**config.mk**
```make
export PLATFORM = sky130hd
export DESIGN_NAME = rgb_led_command_sequencer
export DESIGN_NICKNAME = d
export VERILOG_FILES = /design/src/rtl/rgbled_pkg.sv /design/src/rtl/rgbled_ctrl.sv /design/src/rtl/rgbled_datapath.sv /design/src/rtl/rgb_led_command_sequencer.sv
export SDC_FILE = /design/constraint.sdc
export NUM_CORES = 1
export LEC_CHECK = 0
export BUFFER_PORTS_ARGS = -buffer_cell sky130_fd_sc_hd__buf_2
export CORE_UTILIZATION = 56
export DETAILED_ROUTE_END_ITERATION = 12
export GPL_TIMING_DRIVEN = 1
export HOLD_SLACK_MARGIN = 0.05
export PLACE_DENSITY_LB_ADDON = 0.05
export REMOVE_ABC_BUFFERS = 1
export SYNTH_ARGS = -nofsm -noshare
export SYNTH_HDL_FRONTEND = slang
export SYNTH_SLANG_ARGS = --single-unit
```
**constraint.sdc**
```tcl
create_clock -name aclk -period 3.97 [get_ports aclk]
set_clock_uncertainty 0.1 [all_clocks]
set_input_delay 0.5955 -clock aclk [delete_from_list [all_inputs] [get_ports aclk]]
set_output_delay 0.5955 -clock aclk [all_outputs]
set_load 0.03 [all_outputs]
```
**src/rtl/rgbled_pkg.sv**
```systemverilog
`default_nettype none
// ----------------------------------------------------------------------------
// RGB LED sequencer package
// Shared constants, codes, queue entry layout and controller/datapath links
// for the RGB LED command sequencer.
// ----------------------------------------------------------------------------
package rgbled_pkg;

    // Queue geometry and duration counter width.
    localparam int QUEUE_DEPTH   = 16;
    localparam int DURATION_BITS = 16;
    localparam int PTR_W         = (QUEUE_DEPTH > 1) ? $clog2(QUEUE_DEPTH) : 1;
    localparam int COUNT_W       = $clog2(QUEUE_DEPTH + 1);

    localparam logic [2:0] COLOR_OFF = 3'd0;

    // Command codes carried on the action field.
    typedef enum logic [2:0] {
        ACT_TICK        = 3'd0,
        ACT_ON          = 3'd1,
        ACT_OFF         = 3'd2,
        ACT_ON_DURATION = 3'd3,
        ACT_BLINK_START = 3'd4,
        ACT_BLINK_STOP  = 3'd5,
        ACT_HOLD_ON     = 3'd6,
        ACT_HOLD_OFF    = 3'd7
    } action_t;

    // Result status codes.
    typedef enum logic [2:0] {
        ST_OK           = 3'd0,
        ST_BLINKING     = 3'd1,
        ST_BUSY         = 3'd2,
        ST_FULL         = 3'd3,
        ST_NOT_BLINKING = 3'd4
    } status_t;

    // One queued entry.
    typedef struct packed {
        logic [2:0]               color;
        logic [DURATION_BITS-1:0] duration;
        logic                     blink;
    } entry_t;

    // Commands from the controller to the datapath.
    typedef struct packed {
        logic capture;
        logic exec;
        logic push2;
        logic rd;
        logic load;
        logic out_load;
    } ctrl_cmd_t;

    // Status from the datapath to the controller.
    typedef struct packed {
        logic second_push;
        logic pop_ready;
        logic out_free;
    } dp_status_t;

    // Advance a queue pointer with wrap at the queue depth.
    function automatic logic [PTR_W-1:0] next_slot(input logic [PTR_W-1:0] ptr);
        logic [PTR_W-1:0] res;
        if (ptr == PTR_W'(QUEUE_DEPTH - 1)) begin
            res = '0;
        end else begin
            res = ptr + PTR_W'(1);
        end
        return res;
    endfunction

endpackage
`default_nettype wire

```
**src/rtl/rgbled_ctrl.sv**
```systemverilog
`default_nettype none
// ----------------------------------------------------------------------------
// RGB LED sequencer controller
// Steps one command beat through execute, optional second push, queue pop
// and result hand-off.
// ----------------------------------------------------------------------------
module rgbled_ctrl (
    input  wire                      aclk,
    input  wire                      aresetn,
    input  wire                      s_valid,
    output logic                     s_ready,
    input  rgbled_pkg::dp_status_t   st,
    output rgbled_pkg::ctrl_cmd_t    cmd
);

    typedef enum logic [2:0] {
        S_IDLE,
        S_EXEC,
        S_PUSH2,
        S_CHECK,
        S_LOAD,
        S_DONE
    } state_t;

    state_t state_reg;
    state_t state_next;

    // Next state and command decode.
    always_comb begin
        cmd        = '0;
        state_next = state_reg;
        unique case (state_reg)
            S_IDLE: begin
                if (s_valid) begin
                    cmd.capture = 1'b1;
                    state_next  = S_EXEC;
                end
            end
            S_EXEC: begin
                cmd.exec   = 1'b1;
                state_next = st.second_push ? S_PUSH2 : S_CHECK;
            end
            S_PUSH2: begin
                cmd.push2  = 1'b1;
                state_next = S_CHECK;
            end
            S_CHECK: begin
                if (st.pop_ready) begin
                    cmd.rd     = 1'b1;
                    state_next = S_LOAD;
                end else begin
                    state_next = S_DONE;
                end
            end
            S_LOAD: begin
                cmd.load   = 1'b1;
                state_next = S_DONE;
            end
            S_DONE: begin
                if (st.out_free) begin
                    cmd.out_load = 1'b1;
                    state_next   = S_IDLE;
                end
            end
            default: begin
                state_next = S_IDLE;
            end
        endcase
    end

    // State register.
    always_ff @(posedge aclk) begin
        if (!aresetn) begin
            state_reg <= S_IDLE;
        end else begin
            state_reg <= state_next;
        end
    end

    assign s_ready = (state_reg == S_IDLE);

endmodule
`default_nettype wire

```
**src/rtl/rgbled_datapath.sv**
```systemverilog
`default_nettype none
// ----------------------------------------------------------------------------
// RGB LED sequencer datapath
// Command queue memory, pointers, entry countdown, LED drive and the
// result register.
// ----------------------------------------------------------------------------
module rgbled_datapath (
    input  wire                      aclk,
    input  wire                      aresetn,
    input  wire                      cfg_wr_en,
    input  wire  [2:0]               cfg_wr_data,
    input  wire  [2:0]               s_action,
    input  wire  [2:0]               s_color,
    input  wire  [15:0]              s_duration_ms,
    output logic                     m_valid,
    input  wire                      m_ready,
    output logic [2:0]               m_led_color,
    output logic [2:0]               m_status,
    output logic                     m_busy_res,
    output logic [4:0]               m_queue_count,
    input  rgbled_pkg::ctrl_cmd_t    cmd,
    output rgbled_pkg::dp_status_t   st
);

    localparam int PW = rgbled_pkg::PTR_W;
    localparam int CW = rgbled_pkg::COUNT_W;
    localparam int DW = rgbled_pkg::DURATION_BITS;

    // Captured command beat.
    rgbled_pkg::action_t action_reg;
    logic [2:0]          color_reg;
    logic [DW-1:0]       dur_reg;

    // Queue storage and control.
    rgbled_pkg::entry_t  queue_mem [rgbled_pkg::QUEUE_DEPTH];
    rgbled_pkg::entry_t  rd_data_reg;
    logic [PW-1:0]       head_reg, head_next;
    logic [PW-1:0]       tail_reg, tail_next;
    logic [CW-1:0]       pending_reg, pending_next;

    // Sequencer state.
    logic                in_process_reg, in_process_next;
    logic                blinking_reg, blinking_next;
    logic                hold_active_reg, hold_active_next;
    logic                blink_phase_reg, blink_phase_next;
    logic [DW-1:0]       ticks_left_reg, ticks_left_next;
    logic [2:0]          entry_color_reg, entry_color_next;
    logic [DW-1:0]       entry_period_reg, entry_period_next;
    logic [2:0]          drive_color_reg, drive_color_next;
    logic [2:0]          hold_color_reg;
    rgbled_pkg::status_t status_reg, status_next;

    // Result register.
    logic                m_valid_reg, m_valid_next;
    logic [2:0]          m_led_color_reg;
    logic [2:0]          m_status_reg;
    logic                m_busy_res_reg;
    logic [4:0]          m_queue_count_reg;

    // Command evaluation results.
    logic                push_req;
    logic                push_ok;
    logic                dual_push;
    logic                blink_eff;
    logic                queue_full;
    rgbled_pkg::entry_t  push_data;
    rgbled_pkg::entry_t  off_entry;
    rgbled_pkg::status_t status_calc;
    logic                hold_calc;
    logic                blink_calc;
    logic [DW-1:0]       ticks_dec;
    logic                mem_we;
    rgbled_pkg::entry_t  mem_wdata;
    logic                new_phase;

    assign off_entry  = '{color: rgbled_pkg::COLOR_OFF, duration: '0, blink: 1'b0};
    assign queue_full = (pending_reg == CW'(rgbled_pkg::QUEUE_DEPTH));
    // A blink stop clears blinking before its own off entry is pushed.
    assign blink_eff  = blinking_reg && (action_reg != rgbled_pkg::ACT_BLINK_STOP);

    // Decode the captured command into a push request and a status.
    always_comb begin
        push_req    = 1'b0;
        dual_push   = 1'b0;
        push_data   = off_entry;
        status_calc = rgbled_pkg::ST_OK;
        hold_calc   = hold_active_reg;
        blink_calc  = blinking_reg;
        unique case (action_reg)
            rgbled_pkg::ACT_TICK: begin
                push_req = 1'b0;
            end
            rgbled_pkg::ACT_ON: begin
                push_req  = 1'b1;
                push_data = '{color: color_reg, duration: '0, blink: 1'b0};
            end
            rgbled_pkg::ACT_OFF: begin
                push_req = 1'b1;
            end
            rgbled_pkg::ACT_ON_DURATION: begin
                if (blinking_reg) begin
                    status_calc = rgbled_pkg::ST_BLINKING;
                end else if (pending_reg > CW'(rgbled_pkg::QUEUE_DEPTH - 2)) begin
                    status_calc = rgbled_pkg::ST_FULL;
                end else begin
                    push_req  = 1'b1;
                    dual_push = 1'b1;
                    push_data = '{color: color_reg, duration: dur_reg, blink: 1'b0};
                end
            end
            rgbled_pkg::ACT_BLINK_START: begin
                push_req  = 1'b1;
                push_data = '{color: color_reg, duration: dur_reg, blink: 1'b1};
            end
            rgbled_pkg::ACT_BLINK_STOP: begin
                if (!blinking_reg) begin
                    status_calc = rgbled_pkg::ST_NOT_BLINKING;
                end else begin
                    blink_calc = 1'b0;
                    push_req   = 1'b1;
                end
            end
            rgbled_pkg::ACT_HOLD_ON: begin
                if (in_process_reg || (pending_reg != '0)) begin
                    status_calc = rgbled_pkg::ST_BUSY;
                end else begin
                    hold_calc = 1'b1;
                    push_req  = 1'b1;
                    push_data = '{color: hold_color_reg, duration: '0, blink: 1'b0};
                end
            end
            rgbled_pkg::ACT_HOLD_OFF: begin
                hold_calc = 1'b0;
                push_req  = 1'b1;
            end
            default: begin
                push_req = 1'b0;
            end
        endcase

        // A push is refused while blinking or when the queue is full.
        push_ok = 1'b0;
        if (push_req) begin
            if (blink_eff) begin
                status_calc = rgbled_pkg::ST_BLINKING;
            end else if (queue_full) begin
                status_calc = rgbled_pkg::ST_FULL;
            end else begin
                status_calc = rgbled_pkg::ST_OK;
                push_ok     = 1'b1;
            end
        end
    end

    assign ticks_dec = (ticks_left_reg != '0) ? (ticks_left_reg - DW'(1)) : ticks_left_reg;
    assign new_phase = !blink_phase_reg;

    // Next values of the sequencer state.
    always_comb begin
        head_next         = head_reg;
        tail_next         = tail_reg;
        pending_next      = pending_reg;
        in_process_next   = in_process_reg;
        blinking_next     = blinking_reg;
        hold_active_next  = hold_active_reg;
        blink_phase_next  = blink_phase_reg;
        ticks_left_next   = ticks_left_reg;
        entry_color_next  = entry_color_reg;
        entry_period_next = entry_period_reg;
        drive_color_next  = drive_color_reg;
        status_next       = status_reg;
        m_valid_next      = m_valid_reg;

        if (cmd.exec) begin
            status_next      = status_calc;
            hold_active_next = hold_calc;
            blinking_next    = blink_calc;
            if (push_ok) begin
                tail_next    = rgbled_pkg::next_slot(tail_reg);
                pending_next = pending_reg + CW'(1);
            end
            // Tick: count the active entry down and act when it expires.
            if ((action_reg == rgbled_pkg::ACT_TICK) && in_process_reg) begin
                if (ticks_dec != '0) begin
                    ticks_left_next = ticks_dec;
                end else if (blinking_reg) begin
                    blink_phase_next = new_phase;
                    drive_color_next = new_phase ? rgbled_pkg::COLOR_OFF : entry_color_reg;
                    ticks_left_next  = entry_period_reg;
                end else begin
                    ticks_left_next = ticks_dec;
                    in_process_next = 1'b0;
                    if (hold_active_reg && (entry_color_reg == rgbled_pkg::COLOR_OFF)) begin
                        drive_color_next = hold_color_reg;
                    end
                end
            end
        end

        // Off entry that follows an on-for-duration entry.
        if (cmd.push2) begin
            tail_next    = rgbled_pkg::next_slot(tail_reg);
            pending_next = pending_reg + CW'(1);
        end

        // Start the entry read from the head of the queue.
        if (cmd.load) begin
            head_next         = rgbled_pkg::next_slot(head_reg);
            pending_next      = pending_reg - CW'(1);
            in_process_next   = 1'b1;
            blinking_next     = rd_data_reg.blink;
            entry_color_next  = rd_data_reg.color;
            entry_period_next = (rd_data_reg.duration == '0) ? DW'(1) : rd_data_reg.duration;
            ticks_left_next   = (rd_data_reg.duration == '0) ? DW'(1) : rd_data_reg.duration;
            blink_phase_next  = 1'b0;
            drive_color_next  = rd_data_reg.color;
        end

        // Result register handshake.
        if (cmd.out_load) begin
            m_valid_next = 1'b1;
        end else if (m_ready) begin
            m_valid_next = 1'b0;
        end
    end

    // Control state registers.
    always_ff @(posedge aclk) begin
        if (!aresetn) begin
            head_reg         <= '0;
            tail_reg         <= '0;
            pending_reg      <= '0;
            in_process_reg   <= 1'b0;
            blinking_reg     <= 1'b0;
            hold_active_reg  <= 1'b0;
            blink_phase_reg  <= 1'b0;
            ticks_left_reg   <= '0;
            entry_color_reg  <= '0;
            entry_period_reg <= '0;
            drive_color_reg  <= rgbled_pkg::COLOR_OFF;
            hold_color_reg   <= '0;
            m_valid_reg      <= 1'b0;
        end else begin
            head_reg         <= head_next;
            tail_reg         <= tail_next;
            pending_reg      <= pending_next;
            in_process_reg   <= in_process_next;
            blinking_reg     <= blinking_next;
            hold_active_reg  <= hold_active_next;
            blink_phase_reg  <= blink_phase_next;
            ticks_left_reg   <= ticks_left_next;
            entry_color_reg  <= entry_color_next;
            entry_period_reg <= entry_period_next;
            drive_color_reg  <= drive_color_next;
            m_valid_reg      <= m_valid_next;
            if (cfg_wr_en) begin
                hold_color_reg <= cfg_wr_data;
            end
        end
    end

    // Payload registers: captured beat, step status and result fields.
    always_ff @(posedge aclk) begin
        if (cmd.capture) begin
            action_reg <= rgbled_pkg::action_t'(s_action);
            color_reg  <= s_color;
            dur_reg    <= DW'(s_duration_ms);
        end
        status_reg <= status_next;
        if (cmd.out_load) begin
            m_led_color_reg   <= drive_color_reg;
            m_status_reg      <= status_reg;
            m_busy_res_reg    <= in_process_reg;
            m_queue_count_reg <= 5'(pending_reg);
        end
    end

    // Queue memory: one write port at the tail, registered read at the head.
    assign mem_we    = (cmd.exec && push_ok) || cmd.push2;
    assign mem_wdata = cmd.push2 ? off_entry : push_data;

    always_ff @(posedge aclk) begin
        if (mem_we) begin
            queue_mem[tail_reg] <= mem_wdata;
        end
        if (cmd.rd) begin
            rd_data_reg <= queue_mem[head_reg];
        end
    end

    // Status to the controller.
    assign st.second_push = dual_push && push_ok;
    assign st.pop_ready   = !in_process_reg && (pending_reg != '0);
    assign st.out_free    = !m_valid_reg || m_ready;

    assign m_valid       = m_valid_reg;
    assign m_led_color   = m_led_color_reg;
    assign m_status      = m_status_reg;
    assign m_busy_res    = m_busy_res_reg;
    assign m_queue_count = m_queue_count_reg;

endmodule
`default_nettype wire

```
**src/rtl/rgb_led_command_sequencer.sv**
```systemverilog
`default_nettype none
// ----------------------------------------------------------------------------
// RGB LED command sequencer
// Queues LED commands, counts entries down on millisecond ticks and reports
// the LED color, a status, the busy flag and the queue fill per beat.
// ----------------------------------------------------------------------------
// Each accepted input beat (a command or a tick) yields exactly one result
// beat. The sequencer handles one beat at a time: after acceptance a beat
// steps through execute, a second push when an on-for-duration command
// pushes its off entry, a check and, when an idle sequencer has queued
// entries, a pop from the queue, and then its result is loaded into the
// output register; s_ready returns once the result is loaded. The step
// sequence is set by the controller around the queue memory with its
// registered read. A pending result may wait in the output register while
// the next beat is accepted and executed; that next beat then holds in its
// last step until the waiting result is accepted. The hold color register
// is written through cfg_wr_en/cfg_wr_data and should be changed only while
// the sequencer is idle.
module rgb_led_command_sequencer (
    input  wire         aclk,
    input  wire         aresetn,
    input  wire         cfg_wr_en,
    input  wire  [2:0]  cfg_wr_data,
    input  wire         s_valid,
    output logic        s_ready,
    input  wire  [2:0]  s_action,
    input  wire  [2:0]  s_color,
    input  wire  [15:0] s_duration_ms,
    output logic        m_valid,
    input  wire         m_ready,
    output logic [2:0]  m_led_color,
    output logic [2:0]  m_status,
    output logic        m_busy_res,
    output logic [4:0]  m_queue_count
);

    rgbled_pkg::ctrl_cmd_t  cmd;
    rgbled_pkg::dp_status_t st;

    // Step sequencer.
    rgbled_ctrl u_ctrl (
        .aclk    (aclk),
        .aresetn (aresetn),
        .s_valid (s_valid),
        .s_ready (s_ready),
        .st      (st),
        .cmd     (cmd)
    );

    // Queue, countdown and result register.
    rgbled_datapath u_datapath (
        .aclk          (aclk),
        .aresetn       (aresetn),
        .cfg_wr_en     (cfg_wr_en),
        .cfg_wr_data   (cfg_wr_data),
        .s_action      (s_action),
        .s_color       (s_color),
        .s_duration_ms (s_duration_ms),
        .m_valid       (m_valid),
        .m_ready       (m_ready),
        .m_led_color   (m_led_color),
        .m_status      (m_status),
        .m_busy_res    (m_busy_res),
        .m_queue_count (m_queue_count),
        .cmd           (cmd),
        .st            (st)
    );

endmodule
`default_nettype wire

```
======== After elaboration in Yosys (flattened, before gate mapping) ========
Memories as Yosys holds them, arrays and structs flattened. A register that Yosys moved wholly into a read port is not among the register bits.
Cells that the tools add are included.
word-level totals
  memories kept ........................... 1
  register bits ........................... 99
  RAM bits ................................ 320
  logic and storage cells ................. 165
  input port bits ......................... 30
cells by class
  bitwise logic cells ..................... 2
  mux-type cells .......................... 73
  add/sub/neg operators ................... 5
  $lt $le $gt $ge ......................... 1
  eq/ne operators ......................... 21
  reductions and logical operators ........ 40
memory list
  memory                depth  width  read ports  clocked after Yosys merged registers in  wr ports  line                   RTL
  u_datapath.queue_mem  16     20     1           1                                        1         rgbled_datapath.sv:35  rgbled_pkg::entry_t queue_mem [rgbled_pkg::QUEUE_DEPTH];
operator list
  operator                 number
  $mux W16                 7
  $mux W20                 4
  $pmux W20 S4             1
  $mux W3                  13
  $mux W1                  32
  $reduce_bool A16 Y1      2
  $mux W4                  5
  $mux W5                  4
  $eq A3 B3 Y1 const B     6
  $pmux W3 S6              1
  $logic_not A16 Y1        1
  $sub A16 B1 Y16 const B  1
  $reduce_bool A2 Y1       7
  $eq A3 B2 Y1 const B     4
  $reduce_and A4 Y1        3
  $ne A2 B2 Y1 const B     5
  $reduce_and A2 Y1        5
  $logic_not A3 Y1         3
  $pmux W3 S3              1
  $reduce_bool A3 Y1       3
  $add A4 B1 Y4 const B    2
  $eq A4 B4 Y1 const B     2
  $eq A3 B1 Y1 const B     2
  $logic_and A1 B1 Y1      6
  other kinds (15)         22

======== Depth between registers and ports, before layout ========
Gate-level depths: netlist (run 1).
  depth in word-level cells ............... 9
  depth in mapped cells ................... 13
  depth with buffers taken out ............ 10

======== Modules after synthesis ========
From an unflattened synthesis (run 1), not the netlist that was laid out.
unflattened totals
  cells, all modules ...................... 1026
  area total of the unflattened synthesis .. 17899.7 um^2
modules (own cells, without submodules)
  module           instances  cells an instance  area each (um^2)
  rgbled_datapath  1          999                17654.4
  rgbled_ctrl      1          27                 245.2

======== Worst setup path after synthesis (run 1) ========
No wires, ideal clock.
  kind .................................... reg-to-reg
  start point ............................. reg u_datapath.pending_reg[0]
  end point ............................... mem u_datapath.queue_mem[3][0] in the netlist's numbering (enable)
  arrival ................................. 3523 ps
  setup time .............................. 422 ps
  stages on the path, launching flop included .. 8
  clock period less this slack ............ 4045 ps
  setup slack ............................. -75 ps
  cells stage by stage .................... dfxtp_1 -> or4_4 -> o311ai_2 -> a32oi_1 -> o31a_1 -> or3b_1 -> buf_2 -> nor3_1
on the way
  cells in the longest elaborated chain, start to end .. 9
  elaborated cells on any way between the ends .. 15
  classes of those cells .................. 1 x order compare; 1 x eq/ne; 9 x mux; 4 x reduce/logical
ends and longest elaborated chain
  element                                             line                                            RTL
  from (decl)                                         rgbled_datapath.sv:39                           logic [CW-1:0] pending_reg, pending_next;
  from (signal assigned)                              rgbled_datapath.sv:246                          pending_reg <= pending_next;
  $gt A5 B4 Y1 or $reduce_bool A5 Y1 (tied branches)  rgbled_datapath.sv:103, rgbled_datapath.sv:124
  $mux W1 or $logic_or A1 B1 Y1 (tied branches)       rgbled_datapath.sv:103, rgbled_datapath.sv:124
  $mux W1, on equally long branches                   rgbled_datapath.sv:101, rgbled_datapath.sv:124
  $pmux W1 S5                                         rgbled_datapath.sv:89                           unique case (action_reg)
  $mux W1 (*)                                         rgbled_datapath.sv:143                          if (push_req) begin
  $logic_and A1 B1 Y1 (*)                             rgbled_datapath.sv:279                          assign mem_we = (cmd.exec && push_ok) || cmd.push2;
  $logic_or A1 B1 Y1 (*)                              rgbled_datapath.sv:279
  $mux W1 (*)                                         rgbled_datapath.sv:283                          if (mem_we) begin
  $mux W1 (not written as such) (*)                   rgbled_datapath.sv:284                          queue_mem[tail_reg] <= mem_wdata;
  to (decl)                                           rgbled_datapath.sv:35
Mark *: on every way between the ends. The rest lies on a longest branch, timed or not.

======== Worst setup path after layout (run 1) ========
  start point ............................. reg u_datapath.ticks_left_reg[0]
  end point ............................... reg u_datapath.ticks_left_reg[6]
on the way
  cells in the longest elaborated chain, start to end .. 7
  elaborated cells on any way between the ends .. 9
  classes of those cells .................. 1 x add/sub; 6 x mux; 2 x reduce/logical
ends and longest elaborated chain
  element                                                 line                                            RTL
  from (decl)                                             rgbled_datapath.sv:46                           logic [DW-1:0] ticks_left_reg, ticks_left_next;
  from (signal assigned)                                  rgbled_datapath.sv:251                          ticks_left_reg <= ticks_left_next;
  $sub A16 B1 Y16 or $reduce_bool A16 Y1 (tied branches)  rgbled_datapath.sv:155                          assign ticks_dec = (ticks_left_reg != '0) ? (ticks_left_reg - DW'(1)) : ticks_left_reg;
  $mux W16 (*)                                            rgbled_datapath.sv:155
  $reduce_bool A16 Y1 or $mux W16 (tied branches)         rgbled_datapath.sv:184, rgbled_datapath.sv:186
  $mux W16 (*)                                            rgbled_datapath.sv:184                          if (ticks_dec != '0) begin
  $mux W16 (*)                                            rgbled_datapath.sv:183                          if ((action_reg == rgbled_pkg::ACT_TICK) && in_process_reg) begin
  $mux W16 (*)                                            rgbled_datapath.sv:174                          if (cmd.exec) begin
  $mux W16 (*)                                            rgbled_datapath.sv:207                          if (cmd.load) begin
Mark *: on every way between the ends. The rest lies on a longest branch, timed or not. The select of a mux whose other input is x is not followed.
A chain may end at the register's enable or synchronous reset.

==> flow_results.org, run 1 <==
** Global route
- The via count of the first global-routing pass came to between 9,000 and 10,000.
- After global routing the overflow that remains totals 0.
- For met2 alone, demand over resource in global routing was between 30% and 40%.
- Total routing usage reported by global routing :: 22.66%
- Largest net degree at the start of global routing :: 47
- The first global-routing pass estimated between 50,000 and 60,000 microns of wire.
- Global routing used approximately a third of the available met1 tracks.
- Global Route met3 Usage :: under 10%
- The number of antenna violations at the first check in global routing was 0.
- The global routing stage identified its most utilized layer as met2.

** Route
- In this run, the number of DRC markers left after iteration 0 of detailed routing was 771.
- The final layout contains routed wiring with a total length of roughly 36,000 microns.
- Routed len/inst :: 23.18 microns
- Post-DR vias/cell :: about 6.1
- Length of the first detailed-routing pass in iterations :: 5
- The detail route stage leaves a number of antenna-violating nets equal to 0.
- Remaining DRCs :: 0
- Across all layers, the routed design uses 9,300 vias.

** Floorplan
- 44 I/O pins were placed.
- Die Wd :: between 150 and 200 microns
- Total die area :: ~33,000 sq um
- Once the floorplan was initialized, standard cells occupied roughly 58% of the core.
- Core outline area :: a little over 30,000 sq um
- Core Rows :: 64
- Die Y :: between 150 and 200 microns

** Final layout
- Post-layout net count :: 1,145
- Measured on the finished design, the core utilization comes to around 65%.
- From synthesis to final layout, the design area changed by 12.30%.
- 0 antenna diodes ended up in the layout.
- The register with the most flip-flops in the layout has 320 of them.
- Share of layout cells above drive strength 1 :: between 20% and 30%

** Worst hold path
- In this run the worst hold path is classified as in -> reg.
- In this run the most critical hold path is launched from s_duration_ms[1].
- Number of cells on the worst hold path :: 1

** STA
- Final Critical Period :: about 3.4 ns
- RSZ-0062 raised after global routing :: no
- Setup total negative slack on the finished layout was measured at 0 ns.
- Setup violations remaining at the end of the flow were counted as 0.
- The number of failing hold endpoints at the final stage was 0.
- Final worst-path cycle share :: between 80% and 90%
- Timing would allow up to 0.2978 GHz.
- The count of final max-slew check failures came to 0.
- Relative max-transition margin :: 31.28%
- At the pin with the least slew margin, the transition time is 1.027 ns.

** Setup path
- CP bufs+invs :: 2
- Worst path required time :: 4.34 ns
- Delay of the slowest cell on the worst path :: around 0.75 ns
- By startpoint and endpoint, the worst setup path is classified as reg -> reg.
- The worst setup path is launched from a flop.
- The cell family contributing the most delay on the critical path is simple AND/OR/NAND/NOR gates.
- Stages on the worst setup path :: 10
- Origin of the critical flop-to-flop path :: u_datapath.ticks_left_reg[0]
- The critical path starts at u_datapath.ticks_left_reg[0].
- Crit. End Element :: flop
- Largest fanout of any net on the critical path :: 14
- On the critical path, the stage with the largest delay is an instance of sky130_fd_sc_hd__and4b_1.
- Arr. time, crit path :: 3.72 ns
- The number of cells on the worst reg-to-reg path is 10.
- Worst path cell trace :: inv_1 > ha_1 > nor3b_2 > nand4_2 > a311o_1 > a32oi_2 > and4b_1 > buf_4 > a21oi_2 > nor3_2

** Clock network
- H-tree depth :: 2
- Cts repair resizes :: 0
- No sink is reached through more buffers than the 3 on the longest clock path.
- Worst-skew pair later-pin latency :: about 0.55 ns
- CTS clk-pin slew, worst paths :: 0.06 ns
- Quantity of hold-fixing buffers added after cts :: 0
- In this run the clock root is driven by a sky130_fd_sc_hd__clkbuf_16.
- In this run the post-CTS setup repair buffer count came out at 0.
- The number of clock buffers added by TritonCTS is between 40 and 50.
- CTS saw between 400 and 500 sinks.
- TritonCTS built the clock tree.

** Logic synthesis
- Number of instances in the synthesized netlist :: 1,047
- Biggest area consumer among synthesized cells :: sky130_fd_sc_hd__edfxtp_1
- Async S/R FF share, synth :: 0%
- Post-synth design cell area :: 17,830 sq um
- Top cells by area, synth :: sky130_fd_sc_hd__edfxtp_1, sky130_fd_sc_hd__mux4_2, sky130_fd_sc_hd__dfxtp_1
- Post-synth EDFFs :: 377
- In this run, distinct cell masters in the synthesized netlist total 74.
- After synthesis, the largest area contributor takes up a little under two thirds of total cell area.
- For this run, the register share of the synthesized area comes to between 70% and 80%.
- For this run, the number of Yosys warnings is 0.
- After synthesis, the mean cell area works out to about 17 sq um.
- In the synthesized netlist the dominant register cell turns out to be sky130_fd_sc_hd__edfxtp_1.
- Total of flip-flops plus latches after synthesis :: between 400 and 500

** Power
- Net switching is a little under a quarter of the power.
- The worst-case IR drop observed on VDD is roughly 0.4 mV.
- Leakage :: around 6.4 nW
- Per report_power, the combinational group accounts for about 8.9% of the total.
- Overall power consumption after layout is estimated at roughly 10 mW.
- Sequential cells burn around half of the power.
- Power Dens Cells :: a little over 500 nW/um^2
- Summed over all nets, the switching power comes to 2.324 mW.
- The internal power of the cells totals ~7.9 mW.
- Clk network pwr share :: roughly 40%

** Status
- Status :: finished clean

** Placed design
- Gpl congestion :: 0.8641
- Post-detail-place hpwl :: ~21,000 microns
- During placement, the flow inserted port buffers numbering 43.

** Job
- Max_cap viols :: 0
[cells in the mapped netlist, types with 4 or more instances]
library cell	count
sky130_fd_sc_hd__or3_1	4
sky130_fd_sc_hd__a21oi_2	10
sky130_fd_sc_hd__nor3_2	6
sky130_fd_sc_hd__edfxtp_1	377
sky130_fd_sc_hd__nand4_1	4
sky130_fd_sc_hd__nor4_1	8
sky130_fd_sc_hd__mux4_2	100
sky130_fd_sc_hd__nand3_1	16
sky130_fd_sc_hd__and4_1	4
sky130_fd_sc_hd__nor2b_1	11
sky130_fd_sc_hd__mux2i_1	5
sky130_fd_sc_hd__a21boi_0	22
sky130_fd_sc_hd__clkbuf_1	52
sky130_fd_sc_hd__a21o_1	4
sky130_fd_sc_hd__nand2_1	74
sky130_fd_sc_hd__a21oi_1	22
sky130_fd_sc_hd__nand2b_1	7
sky130_fd_sc_hd__xnor2_1	9
sky130_fd_sc_hd__nor2_1	38
sky130_fd_sc_hd__o21ai_0	31
sky130_fd_sc_hd__xor2_1	7
sky130_fd_sc_hd__ha_1	10
sky130_fd_sc_hd__dfxtp_1	62
sky130_fd_sc_hd__o211ai_1	6
sky130_fd_sc_hd__inv_1	11
sky130_fd_sc_hd__buf_1	9
sky130_fd_sc_hd__and2_1	24
sky130_fd_sc_hd__nor3_1	38
sky130_fd_sc_hd__o31ai_1	6
[per-stage QoR]
stage	worst slack (ns)	std cells	area (sq um)	hold WS, ns
3_5_place_dp	0.6516	1452	18600	0.3062
2_1_floorplan	-0.9613	980	17540	0.3003
6_report	0.6118	1537	20020	0.1169
5_1_grt	0.3996	1537	20020	0.1031
4_1_cts	0.6137	1537	20020	0.09885
3_3_place_gp	0.7614	1452	18600	0.3033
[cell usage in the layout, fill, tap and decap left out, types with 12 or more instances in the layout]
cell                        netlist  final
sky130_fd_sc_hd__a21boi_0        22     22
sky130_fd_sc_hd__o21ai_0         31     31
sky130_fd_sc_hd__nor2_1          38     26
sky130_fd_sc_hd__nor2_2           0     12
sky130_fd_sc_hd__nand3_1         16     16
sky130_fd_sc_hd__mux4_2         100    100
sky130_fd_sc_hd__a21oi_1         22     22
sky130_fd_sc_hd__clkbuf_1        52     15
sky130_fd_sc_hd__nand2_1         74     74
sky130_fd_sc_hd__and2_1          24     24
sky130_fd_sc_hd__clkbuf_16        0     46
sky130_fd_sc_hd__buf_2            3     43
sky130_fd_sc_hd__edfxtp_1       377    377
sky130_fd_sc_hd__buf_4            0     30
sky130_fd_sc_hd__dfxtp_1         62     59
sky130_fd_sc_hd__nor3_1          38     34
[kinds of logic after synthesis]
kind of cell / share of synthesized area, %
compound gates: 5.335
xor+xnor: 0.7862
fa+ha+maj: 0.8704
buf+inv: 1.839
flops: 70.47
mux: 12.92
simple gates: 7.784
[power groups by stage]
| stage | Combinational [mW] | Sequential, mW | Clock [mW] |
|---|---|---|---|
| 4_1_cts | 0.911 | 5.29 | 4.09 |
| 3_5_place_dp | 0.904 | 5.39 | 0 |
| 5_1_grt | 0.997 | 5.31 | 4.28 |
| 6_report | 0.906 | 5.29 | 4.01 |
| 2_1_floorplan | 0.622 | 5.38 | 0 |
| 3_3_place_gp | 0.895 | 5.38 | 0 |
[area by class of cell]
cell class,instances,area (sq um)
Clock buffer,63,1235
Clock inverter,22,182.7
Fill cell,2185,10970
Inverter,11,41.29
Multi-Input combinational cell,530,4992
Sequential cell,439,12570
Tap cell,396,495.5
Timing Repair Buffer,76,500.5
[per-layer routing]
layer	part of all wire [%]	up-vias
li1	-	4263
met5	0	-
met2	49	236
met1	44	4750
met4	1.8	0
met3	4.4	51
[final timing paths]
check                                 end  slack (ns)
max          u_datapath.ticks_left_reg[6]        0.61
min                 u_datapath.dur_reg[1]        0.12
max reg2reg  u_datapath.ticks_left_reg[6]        0.61
min reg2reg        u_datapath.m_status[1]        0.32
Power figures use the tool's default switching activity.
==> run 2: changes to the inputs <==
Settings changed: ABC_AREA set to 1, CORE_UTILIZATION 56 to 62.
Clock period 3.97 ns to 3.4 ns, I/O delays scaled along.
==> flow_results.org, run 2 <==
** Route
- Number of vias in the routed layout :: roughly 13,000
- Summed over all nets, wire length on met3 after detailed routing comes to 2464 microns.
- The detailed router finished its first iteration with roughly 1,400 violations.
- Routed Wire Length :: 44,190 microns
- Remaining DRCs :: 0
- Detail Route Antenna Nets :: 0
- For this run, the detailed router's first-pass iteration total came to 5.
- After detailed routing, the average wire length per cell comes to 20.88 microns.
- Dividing the detail-routed via count by the number of cells gives 5.992.
- Signal routing reaches up to met4.
- The detailed router put a total of between 15,000 and 20,000 microns of wire on met1.
- Routed met2 length :: between 20,000 and 25,000 microns

** STA
- Final hold slack :: a little over 0.05 ns
- Setup repair after global routing left no endpoint under its margin.
- Final worst-path cycle share :: between 80 and 90%
- The smallest clock period supported by the final layout is computed as 2.957 ns.
- The number of failing hold endpoints at the final stage was 0.
- Setup TNS :: 0 ns
- Relative max-transition margin :: a little under two fifths
- The count of final max-slew check failures was 0.
- Slew of the pin with the lowest slew margin :: between 0.9 and 1 ns
- Number of setup violations in the final report :: 0
- Highest attainable clock frequency :: around 0.34 GHz

** Floorplan
- Die Y :: about 170 microns
- During I/O placement, the number of pins put on the boundary was between 40 and 50.
- Core Rows :: 62
- The initial utilization of the core area, before any placement, comes to between 60% and 70%.
- The die covers around 30,000 sq um.
- The core region is ~29,000 sq um.
- Die Wd :: roughly 170 microns

** Logic synthesis
- Count of warnings emitted by yosys :: 0
- Of the post-synthesis cell area, the dominant cell type holds between 60 and 70%.
- Adder-cell share of the synthesized area :: less than 1%
- Of the total synthesized cell area, the portion taken by XOR and XNOR cells is less than 1%.
- After synthesis, the netlist uses 44 different library cells.
- Total of flip-flops plus latches after synthesis :: between 400 and 500
- Ranked by instance count, the synthesized netlist is headed by sky130_fd_sc_hd__edfxtp_1, sky130_fd_sc_hd__nor2_1, sky130_fd_sc_hd__nand2_1.
- Summing the areas of all and, or, nand and nor instances in the mapped netlist gives between 10% and 20% of the synthesized area.
- Sequential cell area fraction in the yosys report :: 68.14%
- Share of synthesized area spent on multiplexers :: under 10%
- After synthesis the cells add up to between 15,000 and 20,000 sq um.
- Post-synth EDFFs :: 377
- Mean post-synth cell area :: ~11 sq um
- Yosys instantiated no cell more often than sky130_fd_sc_hd__edfxtp_1.
- Top cells by area, synth :: sky130_fd_sc_hd__edfxtp_1, sky130_fd_sc_hd__dfxtp_1, sky130_fd_sc_hd__nor2_1
- Biggest area consumer among synthesized cells :: sky130_fd_sc_hd__edfxtp_1
- In the synthesized netlist the dominant register cell turns out to be sky130_fd_sc_hd__edfxtp_1.
- Summing the areas of all compound-gate instances in the mapped netlist gives about a tenth of the synthesized area.
- By area, the combinational part of the netlist is dominated by simple AND/OR/NAND/NOR gates.
- Number of instances in the synthesized netlist :: about 1,600
- Counting flops with an async set or reset pin after synthesis yields a share of 0%.

** Final layout
- Most common cell after layout, fill and taps aside :: sky130_fd_sc_hd__edfxtp_1
- Relative area change from synthesis to final layout :: 13.78%
- Of the cells placed in the final design, the portion with a size suffix greater than 1 is 13.39%.
- 0 antenna diodes ended up in the layout.
- Most used cells in the layout excluding fill and tap cells :: sky130_fd_sc_hd__edfxtp_1, sky130_fd_sc_hd__nor2_1, sky130_fd_sc_hd__nand2_1, sky130_fd_sc_hd__o21ai_0, sky130_fd_sc_hd__nand3_1
- Flip-flop count of the largest register after layout :: 320
- Post-layout net count :: around 1,700

** Setup path
- The worst setup path is of the reg -> reg kind.
- Startpoint type of the worst setup path :: flop
- Data on the critical path arrives at its endpoint at between 3 and 4 ns.
- The largest single stage delay on the critical path is roughly 0.39 ns.
- The critical path goes through inv_1 > nand4_1 > nor2_1 > nand2_1 > nor2_1 > nor3_2 > nor2_1 > nand2_1 > nand2_4 > nand2_1 > nor2_2 > buf_12.
- R2R Setup Slk :: roughly 0.44 ns
- Largest fanout of any net on the critical path :: 14
- Standard cell with the maximum stage delay on the critical path :: sky130_fd_sc_hd__nor2_2
- The worst setup path is captured at a flop.
- At the worst endpoint, the required time is 3.56 ns.

** Power
- IR analysis of the VDD net gives a maximum drop of around 0.53 mV.
- Dividing total power by cell area gives a power density of roughly 750 nW/um^2.
- Total power :: 15.82 mW
- The analysis attributes to cell leakage a power of 7.481 nW.

** Clock network
- Counting along the longest clock path gives a buffer depth of 3.
- H-tree depth :: 2
- Worst-skew pair later-pin latency :: 0.56 ns
- Hold repair after CTS inserted 18 buffers.
- Post-CTS timing repair inserted 0 buffers for setup.
- Gates resized during post-CTS repair numbered 0.
- TritonCTS clock tree :: built
- TritonCTS created 44 clock buffers.
- The root buffer cell chosen for the clock tree is sky130_fd_sc_hd__clkbuf_16.
- The clock drives between 400 and 500 sinks.
- CTS clk-pin slew, worst paths :: 0.06 ns

** Placed design
- Gpl congestion :: between 0.8 and 0.9
- Detailed placement ended at an HPWL of around 28,000 microns.
- The count of buffers added on input and output ports is 43.

** Status
- Status :: finished clean

** Job
- Max_cap viols :: 0

** Global route
- Summed over all layers, the global routing overflow is 0.
- Wire length of the first global-routing pass :: 68,540 microns
- The number of antenna violations at the first check in global routing came to 2.
- Entering global routing, the biggest net connects roughly 130 pins.
- Via count of the first global-routing pass :: roughly 12,000
- Total routing usage reported by global routing :: between 20 and 30%

** Worst hold path
- Hold WC Path Type :: in -> reg
-- run 2: layout make-up --
type,instances,area (sq um)
Clock buffer,50,1145
Clock inverter,31,260.3
Fill cell,2024,8036
Inverter,73,276.5
Multi-Input combinational cell,1012,5299
Sequential cell,439,12570
Tap cell,384,480.5
Timing Repair Buffer,127,945.9
-- run 2: path summary, 6_finish.rpt --
path	start	to	cells past startpoint
worst min-delay path	s_action[2]	u_datapath.action_reg[2]	1
worst max register to register	u_datapath.pending_reg[1]	u_datapath.queue_mem[0][19]	12
worst min register to register	u_datapath.status_reg[1]	u_datapath.m_status[1]	0
worst max-delay path	u_datapath.pending_reg[1]	u_datapath.queue_mem[0][19]	12
-- run 2: power breakdown --
| group | internal [mW] | leakage (nW) | switching, mW | total (mW) |
|---|---|---|---|---|
| Clock | 2.66 | 0.684 | 2.02 | 4.68 |
| Combinational | 1.27 | 2.81 | 3.27 | 4.54 |
| Sequential | 6.43 | 3.99 | 0.170 | 6.60 |
| Total | 10.4 | 7.48 | 5.46 | 15.8 |
-- run 2: logic make-up (layout without fill, tap and decap cells) --
| group | Yosys count | in the layout |
|---|---|---|
| and+or+nand+nor | 675 | 675 |
| DFF | 439 | 439 |
| AOI/OAI and AO/OA | 288 | 288 |
| buffers and inverters | 160 | 281 |
| muxes | 31 | 31 |
| adders and majority gates | 11 | 11 |
| xor gates and xnor gates | 7 | 7 |
-- run 2: stage by stage --
stage / util, % / worst slack (ns) / cells / area [sq um]
3_5_place_dp: 66.77 / 0.4707 / 2015 / 19370
5_1_grt: 72.30 / 0.1916 / 2116 / 20980
4_1_cts: 72.23 / 0.4943 / 2114 / 20960
6_report: 72.30 / 0.4435 / 2116 / 20980
3_3_place_gp: 66.77 / 0.5880 / 2015 / 19370
2_1_floorplan: - / -3.686 / 1524 / 18080
-- run 2: critical path, delay by kind of cell, from the launching register on --
family | cells | cell delay, ns
DFF | 1 | 0.34
and+or+nand+nor | 10 | 1.88
buffers and inverters | 2 | 0.33
-- run 2: layer usage --
layer,track usage (%),up-vias
li1,-,5972
met4,11.59,0
met1,39.53,6161
met5,0,-
met2,50.12,459
met3,3.609,88
==> run 3: changes to the inputs <==
Settings changed: CELL_PAD_IN_SITES_DETAIL_PLACEMENT set to 2, CELL_PAD_IN_SITES_GLOBAL_PLACEMENT set to 2, CORE_UTILIZATION 62 to 43.
==> flow_results.org, run 3 (synthesis gave the netlist of run 2 again) <==
** Floorplan
- Core outline area :: approximately 42,000 sq um
- Die Y :: 209.1 microns
- Core Rows :: between 70 and 80
- Effective utilization at floorplan :: a little over two fifths
- Total die area :: around 44,000 sq um
- Die Wd :: between 200 and 250 microns
- Top Ports :: 44

** STA
- Static timing analysis puts the maximum clock frequency at around 0.32 GHz.
- In this run the tightest slew margin relative to its limit is between 30% and 40%.
- The count of final max-slew check failures is 0.
- Final Critical Period :: between 3 and 4 ns
- RSZ-0062 raised after global routing :: no
- Setup TNS :: 0 ns
- Final worst-path cycle share :: between 90% and 100%
- Final hold vios :: 0
- Setup violations remaining at the end of the flow were counted as 0.
- Slew of the pin with the lowest slew margin :: 0.9758 ns

** Setup path
- Startpoint type of the worst setup path :: flop
- Worst path required time :: approximately 3.6 ns
- Largest fanout of any net on the critical path :: 20
- Walking the worst path, the cells encountered are inv_1 > nand4_1 > nor2_1 > nand2_1 > nor2_1 > nor3_2 > nor2_1 > nand2_1 > nand2_4 > nand2_1 > nor2_2 > buf_4.
- Standard cell with the maximum stage delay on the critical path :: sky130_fd_sc_hd__buf_4
- STA puts the critical path data arrival time at approximately 3.3 ns.
- For this run, the slowest stage of the critical path takes around 0.34 ns.
- The critical path is of the reg -> reg type.
- The worst setup path is captured at a flop.

** Final layout
- Share of layout cells above drive strength 1 :: ~14%
- Final design instance area without fill :: between 20,000 and 25,000 sq um
- Leaving out fill and tap cells, the most frequent cell in the layout is sky130_fd_sc_hd__edfxtp_1.
- In the layout the commonest cells are sky130_fd_sc_hd__edfxtp_1, sky130_fd_sc_hd__nor2_1, sky130_fd_sc_hd__nand2_1, sky130_fd_sc_hd__o21ai_0, sky130_fd_sc_hd__nand3_1.
- At the end of the flow, the number of nets in the layout was around 1,800.
- 0 antenna diodes ended up in the layout.
- Flip-flop count of the largest register after layout :: 320
- Fraction of the core area covered by cells at the end of the flow :: 50.87%
- Fin cells :: around 2,300
- Relative area change from synthesis to final layout :: 16.25%

** Clock network
- TritonCTS clock tree :: built
- In this run the clock root is driven by a sky130_fd_sc_hd__clkbuf_16.
- Clock-pin slew was measured on the worst setup and hold paths at 0.06 ns.
- Max Root-Sink Buffers :: 3
- Clock sinks :: 439
- CTS built an H-tree with a depth of 2.
- Worst-skew pair later-pin latency :: 0.61 ns
- Number of clock buffers inserted by TritonCTS :: a little under 50

** Route
- After detailed routing, the average wire length per cell comes to 26.73 microns.
- Starting DRC count in detailed routing :: a little over 800
- The first detailed-routing pass took 5 iterations.
- The detailed router placed between 10,000 and 15,000 vias in this run.
- The detail route stage leaves a number of antenna-violating nets equal to 0.
- In the routed design, unresolved DRC markers number 0.
- Using the TritonRoute via totals, the vias-per-cell ratio works out to roughly 5.8.
- Routed Wire Length :: between 60,000 and 70,000 microns

** Power
- For this design the ratio of total power to cell area is approximately 800 nW/um^2.
- Total power :: between 15 and 20 mW
- In this run the static leakage power is around 7.6 nW.
- VDD sags by at most 0.4769 mV.

** Global route
- Total congestion overflow :: 0
- Across every metal layer, demand over resource in global routing totals between 20% and 30%.
- The number of antenna violations at the first check in global routing is 3.
- Entering global routing, the biggest net connects 74 pins.
- Via count of the first global-routing pass :: 14,460
- The first global-routing pass estimated approximately 92,000 microns of wire.

** Placed design
- Post-detail-place hpwl :: just over 40,000 microns
- Once placement completed, the tool counted placed cells totaling approximately 2,200.
- Port bufs :: 43
- Gpl congestion :: around 0.82
- Cell Area, Placed :: roughly 20,000 sq um

** Job
- Across the run, the number of max-cap violations was 0.

** Status
- Status :: finished clean

** Worst hold path
- In this run the worst hold path is classified as in -> reg.
-- run 3: path summary, 6_finish.rpt --
kind | slack [ns] | depth (start not counted) | to | start
worst max register to register | 0.30 | 12 | u_datapath.queue_mem[2][8] | u_datapath.pending_reg[1]
worst max-delay path | 0.30 | 12 | u_datapath.queue_mem[2][8] | u_datapath.pending_reg[1]
worst min register to register | 0.34 | 0 | u_datapath.m_led_color[2] | u_datapath.drive_color_reg[2]
worst min-delay path | 0.12 | 3 | u_datapath.hold_color_reg[2] | cfg_wr_en
-- run 3: area by class of cell --
type,instances,area (sq um)
clock inverter,24,219.0
clock buffer,64,1313
fill,4161,20700
tap,539,674.4
multi-input combinational,1012,5299
inverter,73,276.5
sequential,439,12570
timing repair buffer,145,1081
-- run 3: layer usage --
metal	wire length, microns	GRT usage (%)
met1	24730	34.14
met2	32240	52.17
met3	2223	3.697
met4	2162	11.16
met5	0	0
-- run 3: repair_timing --
| item | CTS | global route |
|---|---|---|
| hold buffers | 25 | 0 |
| endpoints found under the hold margin | 25 | 0 |
| buffers inserted | 0 | 0 |
| gates resized for setup | 0 | 0 |
-- run 3: where the power goes --
part           switching (mW)  total, mW  internal [mW]
Clock                    2.22       5.17           2.95
Combinational            3.65       4.91           1.25
Sequential              0.216       6.65           6.44
-- run 3: critical path, delay by kind of cell (launching register included) --
kind,cells,cell delay (ns)
buffers and inverters,2,0.46
AND/OR/NAND/NOR,10,1.81
flip-flops,1,0.33
-- run 3: through the flow --
stage	worst slack, ns	hold WS, ns
floorplan	-3.686	0.3003
global placement	0.5792	0.3126
detailed placement	0.3098	0.3219
CTS	0.2823	0.09913
global route	0.06930	0.1324
finish	0.2962	0.1153
